`src/sv/cfr_pkg.sv`:
```
// Package with the types and codes shared by the command frame receiver.
`timescale 1ns / 1ps

package cfr_pkg;

	// Parser phases, one-hot.
	typedef enum logic [6:0] {
		PH_HUNT   = 7'b0000001,
		PH_SEQ    = 7'b0000010,
		PH_LEN_HI = 7'b0000100,
		PH_LEN_LO = 7'b0001000,
		PH_TOKEN  = 7'b0010000,
		PH_BODY   = 7'b0100000,
		PH_SUM    = 7'b1000000
	} phase_t;

	// Result kinds.
	localparam logic [1:0] KIND_BODY  = 2'd0;
	localparam logic [1:0] KIND_FRAME = 2'd1;
	localparam logic [1:0] KIND_ERROR = 2'd2;

	// Error codes.
	localparam logic [1:0] ERR_START  = 2'd0;
	localparam logic [1:0] ERR_SEQ    = 2'd1;
	localparam logic [1:0] ERR_LENGTH = 2'd2;
	localparam logic [1:0] ERR_TOKEN  = 2'd3;

	// Sequence modes; the unused code behaves as ignore.
	localparam logic [1:0] SEQ_IGNORE = 2'd0;
	localparam logic [1:0] SEQ_ECHO   = 2'd1;
	localparam logic [1:0] SEQ_TEST   = 2'd2;

	// Configuration register indexes.
	localparam logic [1:0] REG_SEQ_MODE = 2'd0;
	localparam logic [1:0] REG_START    = 2'd1;
	localparam logic [1:0] REG_TOKEN    = 2'd2;
	localparam logic [1:0] REG_MAX_LEN  = 2'd3;

	// Configuration reset values.
	localparam logic [7:0]  START_RESET   = 8'd27;
	localparam logic [7:0]  TOKEN_RESET   = 8'd14;
	localparam logic [15:0] MAX_LEN_RESET = 16'd275;

endpackage

```
`src/sv/command_frame_receiver.sv`:
```
// Command frame receiver: parses framed serial bytes into body, frame end and error words.
`timescale 1ns / 1ps
// A byte word is held in the input register, then its result word in the result register;
// bytes that give no result simply update the parser.
// Throughput: one byte word per cycle, set by the single parser update between the two
// registers; the input side stalls only while a finished result waits on a stalled output.
// Reset: arst_n clears the parser to hunting, all counters, checksum and sequence state,
// and loads the configuration registers with their default values.

module command_frame_receiver
	import cfr_pkg::*;
(
	input  logic        clk,
	input  logic        arst_n,

	// Configuration write port.
	input  logic        wr_en,
	input  logic [1:0]  wr_index,
	input  logic [15:0] wr_data,

	// Input channel: one received byte per word.
	input  logic        in_valid,
	output logic        in_stall,
	input  logic [7:0]  rx_byte,

	// Output channel: one result per word.
	output logic        out_valid,
	input  logic        out_stall,
	output logic [1:0]  result_kind,
	output logic [7:0]  body_byte,
	output logic [15:0] body_index,
	output logic [15:0] frame_length,
	output logic        checksum_good,
	output logic [1:0]  error_code,
	output logic [7:0]  frame_sequence
);

	// Configuration registers.
	logic [1:0]  seq_mode_q;
	logic [7:0]  start_marker_q;
	logic [7:0]  token_marker_q;
	logic [15:0] max_len_q;

	// Input register stage.
	logic        valid_s1;
	logic [7:0]  byte_s1;

	// Parser state.
	phase_t      phase_q;
	logic [7:0]  exp_seq_q;
	logic [15:0] body_len_q;
	logic [15:0] seen_q;
	logic [7:0]  xor_q;
	logic [7:0]  rx_seq_q;

	// Result register.
	logic        out_valid_q;
	logic [1:0]  kind_q;
	logic [7:0]  bbyte_q;
	logic [15:0] bidx_q;
	logic [15:0] flen_q;
	logic        good_q;
	logic [1:0]  err_q;
	logic [7:0]  fseq_q;

	// Next-state and result logic.
	phase_t      phase_d;
	logic [7:0]  exp_seq_d;
	logic [15:0] body_len_d;
	logic [15:0] seen_d;
	logic [7:0]  xor_d;
	logic [7:0]  rx_seq_d;
	logic        res_valid;
	logic [1:0]  res_kind;
	logic [7:0]  res_byte;
	logic [15:0] res_idx;
	logic [15:0] res_len;
	logic        res_good;
	logic [1:0]  res_err;
	logic [7:0]  res_seq;
	logic [15:0] full_len;
	logic [15:0] seen_inc;

	logic s1_go;
	logic in_accept;

	// The byte in stage one moves on whenever the result register can take a word.
	assign s1_go     = ~out_valid_q | ~out_stall;
	assign in_stall  = valid_s1 & ~s1_go;
	assign in_accept = in_valid & ~in_stall;

	assign full_len = {body_len_q[15:8], byte_s1};
	assign seen_inc = seen_q + 16'd1;

	always_comb begin
		phase_d    = phase_q;
		exp_seq_d  = exp_seq_q;
		body_len_d = body_len_q;
		seen_d     = seen_q;
		xor_d      = xor_q;
		rx_seq_d   = rx_seq_q;
		res_valid  = 1'b0;
		res_kind   = KIND_BODY;
		res_byte   = 8'd0;
		res_idx    = 16'd0;
		res_len    = 16'd0;
		res_good   = 1'b0;
		res_err    = ERR_START;
		res_seq    = 8'd0;
		case (phase_q)
			PH_SEQ: begin
				rx_seq_d = byte_s1;
				xor_d    = xor_q ^ byte_s1;
				phase_d  = PH_LEN_HI;
				if (seq_mode_q == SEQ_ECHO) begin
					exp_seq_d = byte_s1;
				end else if (seq_mode_q == SEQ_TEST) begin
					if (byte_s1 != exp_seq_q) begin
						// Mismatch leaves the expected number where it was.
						phase_d   = PH_HUNT;
						res_valid = 1'b1;
						res_kind  = KIND_ERROR;
						res_err   = ERR_SEQ;
						res_seq   = byte_s1;
					end else begin
						exp_seq_d = exp_seq_q + 8'd1;
					end
				end
			end
			PH_LEN_HI: begin
				body_len_d = {byte_s1, 8'd0};
				xor_d      = xor_q ^ byte_s1;
				phase_d    = PH_LEN_LO;
			end
			PH_LEN_LO: begin
				body_len_d = full_len;
				xor_d      = xor_q ^ byte_s1;
				phase_d    = PH_TOKEN;
				if (full_len > max_len_q) begin
					phase_d   = PH_HUNT;
					res_valid = 1'b1;
					res_kind  = KIND_ERROR;
					res_err   = ERR_LENGTH;
					res_len   = full_len;
					res_seq   = rx_seq_q;
				end
			end
			PH_TOKEN: begin
				if (byte_s1 != token_marker_q) begin
					phase_d   = PH_HUNT;
					res_valid = 1'b1;
					res_kind  = KIND_ERROR;
					res_err   = ERR_TOKEN;
					res_len   = body_len_q;
					res_seq   = rx_seq_q;
				end else begin
					xor_d  = xor_q ^ byte_s1;
					seen_d = 16'd0;
					// An empty body goes straight to the checksum byte.
					phase_d = (body_len_q == 16'd0) ? PH_SUM : PH_BODY;
				end
			end
			PH_BODY: begin
				xor_d     = xor_q ^ byte_s1;
				res_valid = 1'b1;
				res_kind  = KIND_BODY;
				res_byte  = byte_s1;
				res_idx   = seen_q;
				seen_d    = seen_inc;
				if (seen_inc >= body_len_q) begin
					phase_d = PH_SUM;
				end
			end
			PH_SUM: begin
				phase_d   = PH_HUNT;
				res_valid = 1'b1;
				res_kind  = KIND_FRAME;
				res_len   = body_len_q;
				res_good  = (byte_s1 == xor_q);
				res_seq   = rx_seq_q;
			end
			default: begin
				// Hunting, and any phase code that should never occur.
				phase_d = PH_HUNT;
				if (byte_s1 != start_marker_q) begin
					res_valid = 1'b1;
					res_kind  = KIND_ERROR;
					res_err   = ERR_START;
				end else begin
					xor_d      = byte_s1;
					body_len_d = 16'd0;
					seen_d     = 16'd0;
					rx_seq_d   = 8'd0;
					phase_d    = PH_SEQ;
				end
			end
		endcase
	end

	// Configuration registers. The user must write only while the block is idle; it is not enforced.
	always_ff @(posedge clk or negedge arst_n) begin
		if (!arst_n) begin
			seq_mode_q     <= SEQ_IGNORE;
			start_marker_q <= START_RESET;
			token_marker_q <= TOKEN_RESET;
			max_len_q      <= MAX_LEN_RESET;
		end else if (wr_en) begin
			case (wr_index)
				REG_SEQ_MODE: seq_mode_q     <= wr_data[1:0];
				REG_START:    start_marker_q <= wr_data[7:0];
				REG_TOKEN:    token_marker_q <= wr_data[7:0];
				REG_MAX_LEN:  max_len_q      <= wr_data;
				default:      ;
			endcase
		end
	end

	// Input register and parser state.
	always_ff @(posedge clk or negedge arst_n) begin
		if (!arst_n) begin
			valid_s1   <= 1'b0;
			phase_q    <= PH_HUNT;
			exp_seq_q  <= 8'd0;
			body_len_q <= 16'd0;
			seen_q     <= 16'd0;
			xor_q      <= 8'd0;
			rx_seq_q   <= 8'd0;
		end else begin
			if (in_accept) begin
				valid_s1 <= 1'b1;
			end else if (s1_go) begin
				valid_s1 <= 1'b0;
			end
			if (valid_s1 && s1_go) begin
				phase_q    <= phase_d;
				exp_seq_q  <= exp_seq_d;
				body_len_q <= body_len_d;
				seen_q     <= seen_d;
				xor_q      <= xor_d;
				rx_seq_q   <= rx_seq_d;
			end
		end
	end

	always_ff @(posedge clk) begin
		if (in_accept) begin
			byte_s1 <= rx_byte;
		end
	end

	// Result register: loads when stage one moves on, holds while stalled.
	always_ff @(posedge clk or negedge arst_n) begin
		if (!arst_n) begin
			out_valid_q <= 1'b0;
		end else if (s1_go) begin
			out_valid_q <= valid_s1 & res_valid;
		end
	end

	always_ff @(posedge clk) begin
		if (s1_go && valid_s1 && res_valid) begin
			kind_q  <= res_kind;
			bbyte_q <= res_byte;
			bidx_q  <= res_idx;
			flen_q  <= res_len;
			good_q  <= res_good;
			err_q   <= res_err;
			fseq_q  <= res_seq;
		end
	end

	assign out_valid      = out_valid_q;
	assign result_kind    = kind_q;
	assign body_byte      = bbyte_q;
	assign body_index     = bidx_q;
	assign frame_length   = flen_q;
	assign checksum_good  = good_q;
	assign error_code     = err_q;
	assign frame_sequence = fseq_q;

endmodule
```
`config.mk`:
```
export PLATFORM = sky130hd
export DESIGN_NAME = command_frame_receiver
export DESIGN_NICKNAME = d
export VERILOG_FILES = /design/src/sv/cfr_pkg.sv /design/src/sv/command_frame_receiver.sv
export SDC_FILE = /design/constraint.sdc
export NUM_CORES = 1
export LEC_CHECK = 0
export ABC_AREA = 1
export BUFFER_PORTS_ARGS = -buffer_cell sky130_fd_sc_hd__buf_2
export CORE_MARGIN = 1
export CORE_UTILIZATION = 39
export CTS_BUF_LIST = sky130_fd_sc_hd__clkbuf_16
export DETAILED_ROUTE_END_ITERATION = 8
export PLACE_DENSITY = 0.61
export SLEW_MARGIN = 20
export SYNTH_ARGS = -nofsm -noshare
export SYNTH_HDL_FRONTEND = slang
export SYNTH_SLANG_ARGS = --single-unit
export TNS_END_PERCENT = 50
```
`constraint.sdc`:
```
create_clock -name clk -period 3.1 [get_ports clk]
set_input_delay 0.775 -clock clk [delete_from_list [all_inputs] [get_ports clk]]
set_output_delay 0.775 -clock clk [all_outputs]
set_load 0.02 [all_outputs]
```
# [Word level (Yosys, flattened, before mapping)]
# Cells that the tools add are included.
[op_classes] add_sub_neg=2 multipliers=0 n_div=0 order_cmp=2 n_eq_ne=23 shifts=0 muxes=51 n_bitwise=14 n_reduce_logical=23
[ops] op="$pmux 16 s3" count=3
[ops] op="$mux 8" count=11
[ops] op="$mux 16" count=4
[ops] op="$pmux 7 s6" count=1
[ops] op="$pmux 8 s4" count=1
[ops] op="$ne 8x8->1" count=3
[ops] op="$pmux 8 s3" count=1
[ops] op="$mux 7" count=3
[ops] op="$add 16x1->16 const B" count=1
[ops] op="$ge 16x16->1" count=1
[ops] op="$gt 16x16->1" count=1
[ops] op="$logic_not 16->1" count=1
[ops] op="$mux 2" count=8
[ops] op="$pmux 8 s2" count=1
[ops] op="$reduce_and 4->1" count=4
[ops] op="$reduce_or 4->1" count=3
[ops] op="$mux 1" count=11
[ops] op="$pmux 2 s5" count=1
[ops] op="$reduce_and 2->1" count=5
[ops] op="$mux 3" count=3
[ops] op="$not 1->1" count=9
[ops] op="$add 8x1->8 const B" count=1
[ops] op="$eq 8x8->1" count=1
[ops] op="$xor 8x8->8" count=1
[ops] op="other kinds (23)" count=36
[word_totals] regBits=160 latchBits=0 ram_bits=0 romBits=0 wordCells=136 memories=0

# [Longest topological paths before layout]
# Gate-level depths: netlist (run 1).
[logic_depth] ltp_word=7 depth_mapped=18 ltp_nobuf=18

# [Least setup slack after synthesis (run 1)]
# OpenSTA, ideal clock, no wires.
[synth_path] kind="flip-flop to flip-flop" from="reg max_len_q[1]" to="reg bbyte_q[0], in the netlist body_byte[0], enable pin" setup_ns=0.407 arrival_ns=2.652 t_required_ns=2.693 path_slack_ns=0.040 stages_incl_launch_ff=15 path_cell_list="dfstp_2 -> inv_1 -> ha_1 -> nand2_1 -> nand2_1 -> nand2_1 -> nand2_1 -> nand2_1 -> nand2_1 -> nand2_1 -> nand2_2 -> nand3_1 -> nand3_1 -> nand2_1 -> inv_1"
[synth_between] elab_chain_cells=4
[synth_rtl] item="from (decl)" line_no="command_frame_receiver.sv:42" text="logic [15:0] max_len_q;"
[synth_rtl] item="from (signal assigned)" line_no="command_frame_receiver.sv:212" text="REG_MAX_LEN: max_len_q <= wr_data;"
[synth_rtl] item="$gt 16x16->1" line_no="command_frame_receiver.sv:139" text="if (full_len > max_len_q) begin"
[synth_rtl] item="$mux 1" line_no="command_frame_receiver.sv:139"
[synth_rtl] item="$pmux 1 s5" line_no="command_frame_receiver.sv:110" text="case (phase_q)"
[synth_rtl] item="$logic_and 1x1->1" line_no="command_frame_receiver.sv:261" text="if (s1_go && valid_s1 && res_valid) begin"
[synth_rtl] item="to (signal assigned)" line_no="command_frame_receiver.sv:263" text="bbyte_q <= res_byte;"
[synth_rtl] item="to (decl)" line_no="command_frame_receiver.sv:59" text="logic [7:0] bbyte_q;"
# Every way passes these cells.
# A chain may end at the register's enable or synchronous reset.

# [Worst setup path after layout (run 1)]
[layout_path] from="reg seen_q[0]" to="reg phase_q[3]"
[layout_between] elab_chain_cells=4
[layout_rtl] item="from (decl)" line_no="command_frame_receiver.sv:52" text="logic [15:0] seen_q;"
[layout_rtl] item="from (signal assigned)" line_no="command_frame_receiver.sv:238" text="seen_q <= seen_d;"
[layout_rtl] item="$add 16x1->16" line_no="command_frame_receiver.sv:93" text="assign seen_inc = seen_q + 16'd1;"
[layout_rtl] item="$ge 16x16->1" line_no="command_frame_receiver.sv:170" text="if (seen_inc >= body_len_q) begin"
[layout_rtl] item="$ne 2x2->1 (no line)"
[layout_rtl] item="$reduce_and 2->1 (no line)"
[layout_rtl] item="to (signal assigned)" line_no="command_frame_receiver.sv:235" text="phase_q <= phase_d;"
[layout_rtl] item="to (decl)" line_no="command_frame_receiver.sv:49" text="phase_t phase_q;"
# Every way passes these cells.

==> results of run 1 <==
## per-layer routing
metal	part of all wire	wire length, µm	vias to the layer above	track usage
li1	-	-	3346	-
met1	0.45	9347	3105	0.2571
met2	0.48	9884	189	0.3284
met3	0.051	1044	28	0.03670
met4	0.015	310	0	0.05459
met5	0	0	-	0
## cells by family after synthesis
family,share of synthesized area
AOI/OAI and AO/OA,0.09937
xor gates and xnor gates,0.03519
adders and majority gates,0.05323
buffers and inverters,0.08236
DFF,0.5110
muxes,0.001183
and+or+nand+nor,0.2177
## flip-flops by register name (all words and copies together) (netlist names), 16 cells and up
name          flops
seen_q           16
max_len_q        16
body_index       16
frame_length     16
body_len_q       16
## where the power goes
part,internal (mW),switching [mW]
clock,1.31,0.884
combinational,0.297,0.590
sequential,2.50,0.119
total,4.11,1.59
## per-stage QoR
stage	power (mW)	cells	utilization
final	5.700	1364	0.4649
after global routing	5.955	1364	0.4649
after CTS	5.745	1364	0.4648
after detailed placement	3.549	1332	0.4358
after global placement	3.532	1332	0.4358
after floorplan	3.233	980	-
## path summary, 6_finish.rpt
check | endpoint | cells past startpoint
max in group asynchronous | start_marker_q[4] | 2
worst min-delay path | exp_seq_q[6] | 1
worst min register to register | seen_q[13] | 2
min in group clk | seen_q[13] | 2
worst max-delay path | phase_q[3] | 15
worst max register to register | phase_q[3] | 15
## synth_stat cells
cell type	count
nand2_1	247
inv_1	123
nor2_1	93
dfrtp_1	87
o21ai_0	75
edfxtp_1	61
o21ai_1	38
ha_1	36
nand3_1	33
a21oi_1	27
xor2_1	23
nor3_1	14
dfstp_2	12
nand4_1	12
xnor2_1	11
o21ai_2	10
clkbuf_1	9
inv_2	9
buf_4	7
buf_6	7
nor2_2	7
nand2_2	6
nor4_1	6
buf_2	5
nor2_4	5
nand2_4	2
nand3_2	2
nor3_2	2
a21boi_1	1
a21o_1	1
a21oi_4	1
a31oi_1	1
clkinv_2	1
inv_4	1
mux2i_1	1
nand3b_2	1
o21a_1	1
o21bai_1	1
or2_0	1
## layout make-up
cell class,count,area [µm²]
Clock buffer,18,450.4
Inverter,134,506.7
Timing Repair Buffer,105,603.1
Fill cell,2043,11320
Multi-Input combinational cell,658,3443
Clock inverter,14,162.7
Sequential cell,160,4324
Tap cell,275,344.1
## critical path, cell delays in order (launching register included)
cell	delay, ns
dfrtp_1	0.43
ha_1	0.26
nand3_1	0.12
nor2_1	0.13
nand2_1	0.10
nor2_1	0.16
xor2_1	0.16
inv_1	0.08
ha_1	0.27
nand2_1	0.07
nor3_1	0.28
nand3_1	0.11
nand4_1	0.14
nand2_2	0.15
nand2_1	0.08
o21ai_0	0.07
==> flow_summary.json, run 1 <==
{
  "drive_gt1_frac": 0.1791,
  "portBuffers": 85,
  "cts-root-buf": "clkbuf_16",
  "ys_top_cells_by_area": "dfrtp_1, edfxtp_1, nand2_1",
  "ant_nets": 0,
  "core-area_um2": 21150,
  "cts_tree": "yes",
  "cp.required_ns": 3.40,
  "leakage_nw": 4.542,
  "drv_slew": 0,
  "antenna_found_initial": 0,
  "ys_types": 39,
  "hold_class": "input pin to async pin",
  "setup_tns_ns": 0,
  "hold_viol_final": 0,
  "outcome": "finished clean",
  "place_area_um2": 9219,
  "grt_pass1_vias": 6241,
  "num_antenna_cells": 0,
  "drc": 0,
  "holdWs_ns": 0.3779,
  "cts_buffer_depth": 2,
  "layout_commonest_cell": "nand2_1",
  "nets": 1143,
  "peakVddDrop_mv": 0.3709,
  "crit_start": "seen_q[0]",
  "start_util": 0.4000,
  "detail_route.wl_per_cell_um": 15.09,
  "via_per_inst": 4.889,
  "cts_setup_buffers": 0,
  "cp-end-kind": "register",
  "final_area_um2": 9834,
  "r2r_slack_ns": 0.36,
  "dieWidth_um": 149.3,
  "crit_type": "register to register",
  "syn_to_final_growth_pct": 16.22,
  "fin_worst_skew_ns": 0.009406,
  "hold_buffers": 0,
  "synth_top_cell_by_area": "dfrtp_1",
  "final_cell_mix": "nand2_1, inv_1, nor2_1, dfrtp_1, buf_2",
  "drt_iter0_drc": 475,
  "cts.clk_slew.worst_paths_ns": 0.06,
  "clkSinkCount": 160,
  "htreeDepth": 4,
  "setup_viol": 0,
  "grt_setup_unrepaired": "no",
  "tightestPinTransition_ns": 0.7424,
  "maxCapViolCount": 0,
  "period_minus_slack_ns": 2.741,
  "cts_resized": 0,
  "grt-ovfl-total": 0,
  "pre_cts_slack_ns": 0.2417,
  "fin_ws_ns": 0.3591,
  "dieArea_um2": 22290,
  "grt_pass1_wl_mm": 32.95,
  "maxSlewHeadroom": 0.5051,
  "syn-cell-area_um2": 8462,
  "ys_ff_latch": 160,
  "vias": 6668,
  "syn_nets": 1047,
  "r2r-start": "seen_q[0]",
  "yosys_warnings": 0,
  "synth_top_area_share": 0.2573,
  "ios": 86,
  "dp_hpwl_mm": 14.95,
  "yosysSeqAreaShare": 0.5110,
  "drt_first_pass_iters": 5,
  "die_h_um": 149.3,
  "syn_area_per_cell_um2": 8.635,
  "fmax_mhz": 364.8,
  "cts_buffers": 17,
  "clk_latency_ns": 0.43,
  "startpoint_type": "register",
  "arrival_ns": 3.04,
  "powerDensity_nw_per_um2": 579.6,
  "grt_max_degree": 51,
  "grt_util_all_layers": 0.1957,
  "rows": 53,
  "fin_crit_sh": 0.8842,
  "crit_path_max_fanout": 12,
  "wirelength_mm": 20.59,
  "gp_congestion": 0.8754,
  "syn_inst": 980
}
Note: power is estimated with default switching activity, not from simulation.
==> run 2, diff against run 1 <==
- CORE_UTILIZATION: 39 -> 54
- PLACE_DENSITY: 0.61 -> 0.79
==> flow_summary.json, run 2 (synthesis gave the netlist of run 1 again) <==
{
  "ios": 86,
  "cp.required_ns": 3.43,
  "setup_tns_ns": 0,
  "syn_to_final_growth_pct": 14.99,
  "core-area_um2": 15260,
  "hold_class": "input pin to async pin",
  "drt_iter0_drc": 512,
  "leakage_nw": 4.514,
  "wirelength_mm": 19.55,
  "slowest_stage": "nor3_1",
  "grt-ovfl-total": 0,
  "grt_max_degree": 56,
  "startpoint_type": "register",
  "dieArea_um2": 16170,
  "hold_viol_final": 0,
  "final_cell_mix": "nand2_1, inv_1, nor2_1, dfrtp_1, buf_2",
  "grt_setup_unrepaired": "no",
  "ant_nets": 0,
  "grt_pass1_vias": 6573,
  "via_per_inst": 5.261,
  "clk_latency_ns": 0.44,
  "maxSlewHeadroom": 0.5101,
  "crit_top_cell": "inv_1",
  "nets": 1138,
  "maxCapViolCount": 0,
  "drv_slew": 0,
  "pwr-share-comb": 0.154,
  "cp_cell_sequence": "inv_1, nor3_1, nand3_1, xor2_1, inv_1, ha_1, a21oi_1, o21ai_0, a21oi_1, nand4_1, nand2_2, inv_1, nand2_1, nand2_1",
  "peakVddDrop_mv": 0.3546,
  "power_frac_seq": 0.462,
  "period_minus_slack_ns": 2.817,
  "p_sw_mw": 1.569,
  "power_mw": 5.700,
  "outcome": "finished clean",
  "cp_slowest_stage_delay_ns": 0.52,
  "fin_crit_sh": 0.9088,
  "hold_buffers": 0,
  "cts_buffer_depth": 2,
  "pre_cts_slack_ns": 0.2458,
  "dp_hpwl_mm": 13.84,
  "grt_pass1_wl_mm": 32.27,
  "cts_tree": "yes",
  "drive_gt1_frac": 0.1771,
  "num_antenna_cells": 0,
  "grt_util_all_layers": 0.2617,
  "dieWidth_um": 127.2,
  "layout_commonest_cell": "nand2_1",
  "drc": 0,
  "p_clk_frac": 0.384,
  "final_cells": 1295,
  "cts_resized": 0,
  "antenna_found_initial": 0,
  "rows": 45,
  "fin_ws_ns": 0.2829,
  "cp_num_buf_inv": 3,
  "cp-end-kind": "register",
  "powerDensity_nw_per_um2": 585.7,
  "intPower_mw": 4.130,
  "fmax_mhz": 355.0,
  "cts_buffers": 17,
  "crit_type": "register to register",
  "die_h_um": 127.2,
  "drt_first_pass_iters": 5,
  "tightestPinTransition_ns": 0.7348,
  "portBuffers": 85,
  "setup_viol": 0,
  "place_inst": 1263,
  "start_util": 0.5546,
  "clkSinkCount": 160,
  "crit_family": "simple AND/OR/NAND/NOR gates",
  "cts.clk_slew.worst_paths_ns": 0.07,
  "crit_path_max_fanout": 12,
  "arrival_ns": 3.15,
  "htreeDepth": 4,
  "cts-root-buf": "clkbuf_16",
  "detail_route.wl_per_cell_um": 15.10,
  "fin_worst_skew_ns": 0.009355,
  "swShare": 0.2753,
  "cts_setup_buffers": 0,
  "vias": 6813,
  "gp_congestion": 0.9004
}
## run 2: layer usage
layer  part of all wire  global-route usage
met5                  0                   0
met4              0.035              0.1324
met3              0.064             0.05737
met2               0.49              0.4312
met1               0.41              0.3271
## run 2: path summary, 6_finish.rpt
path                            start          end  slack (ns)  cells past startpoint
min in group clk           phase_q[0]   phase_q[0]        0.48                      2
hold / removal                 arst_n     valid_s1        0.38                      1
hold reg to reg            phase_q[0]   phase_q[0]        0.48                      2
max in group asynchronous      arst_n  rx_seq_q[0]        2.01                      2
setup reg to reg            seen_q[2]   phase_q[5]        0.28                     14
setup / recovery            seen_q[2]   phase_q[5]        0.28                     14
## run 2: layout make-up
cell class / count / area, µm²
clock inverters: 15 / 191.4
multi-input cells: 658 / 3453
well taps: 211 / 264.0
inverters: 134 / 506.7
repair buffers: 100 / 565.5
flip-flops and latches: 160 / 4324
clock buffers: 17 / 425.4
fillers: 1290 / 5528
## run 2: power groups by stage
stage	combinational [mW]	sequential [mW]	clock, mW
6_report	0.878	2.63	2.19
5_1_grt	0.994	2.66	2.30
4_1_cts	0.878	2.63	2.22
3_5_place_dp	0.864	2.67	0
3_3_place_gp	0.836	2.66	0
2_1_floorplan	0.489	2.74	0
## run 2: metrics by stage
stage | utilization | hold WS (ns) | cell area (µm²)
after floorplan | - | 0.4530 | 8462
after global placement | 0.5965 | 0.4634 | 9101
after detailed placement | 0.5965 | 0.4681 | 9101
after CTS | 0.6369 | 0.4126 | 9718
after global routing | 0.6377 | 0.4449 | 9731
final | 0.6377 | 0.3814 | 9731
==> run 3, diff against run 2 <==
- PLACE_DENSITY: 0.79 -> 0.76
==> flow_summary.json, run 3 (synthesis gave the netlist of run 1 again) <==
{
  "grt_pass1_wl_mm": 31.62,
  "antenna_found_initial": 0,
  "grt_pass1_vias": 6467,
  "dieArea_um2": 16170,
  "portBuffers": 85,
  "cts_buffers": 17,
  "setup_tns_ns": 0,
  "crit_start": "byte_s1[3]",
  "ant_nets": 0,
  "cts_setup_buffers": 0,
  "cts_tree": "yes",
  "fin_worst_skew_ns": 0.009083,
  "r2r_slack_ns": 0.29,
  "vias": 6650,
  "worst_r2r_endpoint": "frame_sequence[2]",
  "drive_gt1_frac": 0.1762,
  "grt_util_all_layers": 0.2544,
  "leakage_nw": 4.463,
  "holdWs_ns": 0.3067,
  "rows": 45,
  "drc": 0,
  "core-area_um2": 15260,
  "layout_commonest_cell": "nand2_1",
  "dp_hpwl_mm": 13.54,
  "period_minus_slack_ns": 2.807,
  "hold_class": "input pin to async pin",
  "maxCapViolCount": 0,
  "startpoint_type": "register",
  "r2r-start": "byte_s1[3]",
  "peakVddDrop_mv": 0.3781,
  "grt-ovfl-total": 0,
  "cts-root-buf": "clkbuf_16",
  "pre_cts_slack_ns": 0.2777,
  "cp-end-kind": "register",
  "syn_to_final_growth_pct": 13.83,
  "clk_latency_ns": 0.43,
  "num_antenna_cells": 0,
  "cp.required_ns": 3.20,
  "seqCellArea_um2": 4324,
  "grt_setup_unrepaired": "no",
  "ios": 86,
  "die_h_um": 127.2,
  "powerDensity_nw_per_um2": 554.5,
  "drv_slew": 0,
  "grt_max_degree": 64,
  "fin_crit_sh": 0.9054,
  "drt_iter0_drc": 552,
  "detail_route.wl_per_cell_um": 14.37,
  "crit_path_end": "frame_sequence[2]",
  "maxSlewHeadroom": 0.6186,
  "crit_path_max_fanout": 53,
  "nets": 1138,
  "crit_type": "register to register",
  "reg2reg_depth": 14,
  "start_util": 0.5546,
  "utilization": 0.6312,
  "htreeDepth": 4,
  "multiInputGateArea_um2": 3448,
  "clkSinkCount": 160,
  "arrival_ns": 2.91,
  "dieWidth_um": 127.2,
  "setup_viol": 0,
  "fillers": 1276,
  "fmax_mhz": 356.3,
  "cts.clk_slew.worst_paths_ns": 0.06,
  "tightestPinTransition_ns": 0.5705,
  "hold_buffers": 0,
  "wirelength_mm": 18.61,
  "outcome": "finished clean",
  "via_per_inst": 5.135,
  "hold_viol_final": 0,
  "drt_first_pass_iters": 5,
  "fin_ws_ns": 0.2931,
  "gp_congestion": 0.9117,
  "final_cell_mix": "nand2_1, inv_1, nor2_1, dfrtp_1, buf_2",
  "cts_buffer_depth": 2
}
==> run 3: report_power, final <==
group / switching (mW) / internal (mW)
Combinational: 0.574 / 0.290
Sequential: 0.130 / 2.50
Clock: 0.836 / 1.01
==> run 3: routing by layer <==
metal	up-vias	part of all wire	global-route usage	wire length [µm]
li1	3344	-	-	-
met1	3061	0.44	0.3209	8120
met2	207	0.48	0.4247	8926
met3	38	0.056	0.06365	1044
met4	0	0.028	0.09524	518
met5	-	0	0	0
==> run 3: through the flow <==
step	area (µm²)	total power [mW]	instances
global route	9632	5.611	1295
finish	9632	5.341	1295
detailed placement	9101	3.530	1263
CTS	9624	5.377	1295
floorplan	8462	3.233	980
global placement	9101	3.504	1263
==> run 3: worst min path at each step <==
stage / from / cells after the start / slack, ns / endpoint
2_1_floorplan: max_len_q[2] / 2 / 0.45 / max_len_q[2]
6_report: arst_n / 1 / 0.31 / max_len_q[3]
3_3_place_gp: seen_q[15] / 2 / 0.47 / seen_q[15]
3_5_place_dp: seen_q[15] / 2 / 0.47 / seen_q[15]
4_1_cts: arst_n / 1 / 0.31 / max_len_q[3]
5_1_grt: arst_n / 1 / 0.34 / max_len_q[2]
==> run 3: critical path, cell delays in order, from the launching register on <==
cell and delay (ns):
edfxtp_1 0.59, ha_1 0.39, nand2_1 0.07, inv_1 0.05, nand2_1 0.04, nand2_1 0.09, nand2_1 0.06, nand2_1 0.07
nand2_1 0.06, nand2_2 0.20, nand3_1 0.24, nand3_1 0.14, nand2_1 0.10, inv_2 0.09, buf_12 0.25
==> run 3: layout make-up <==
class | count | share of cell area
flip-flops and latches | 160 | 0.4489
multi-input cells | 658 | 0.3580
repair buffers | 100 | 0.05872
inverters | 134 | 0.05261
clock buffers | 17 | 0.04417
well taps | 211 | 0.02741
clock inverters | 15 | 0.01013
==> run 3: timing repair <==
item | CTS | global route
endpoints found under the setup margin | 0 | 3
resized for setup | 0 | 2
hold endpoints to repair | 0 | 0
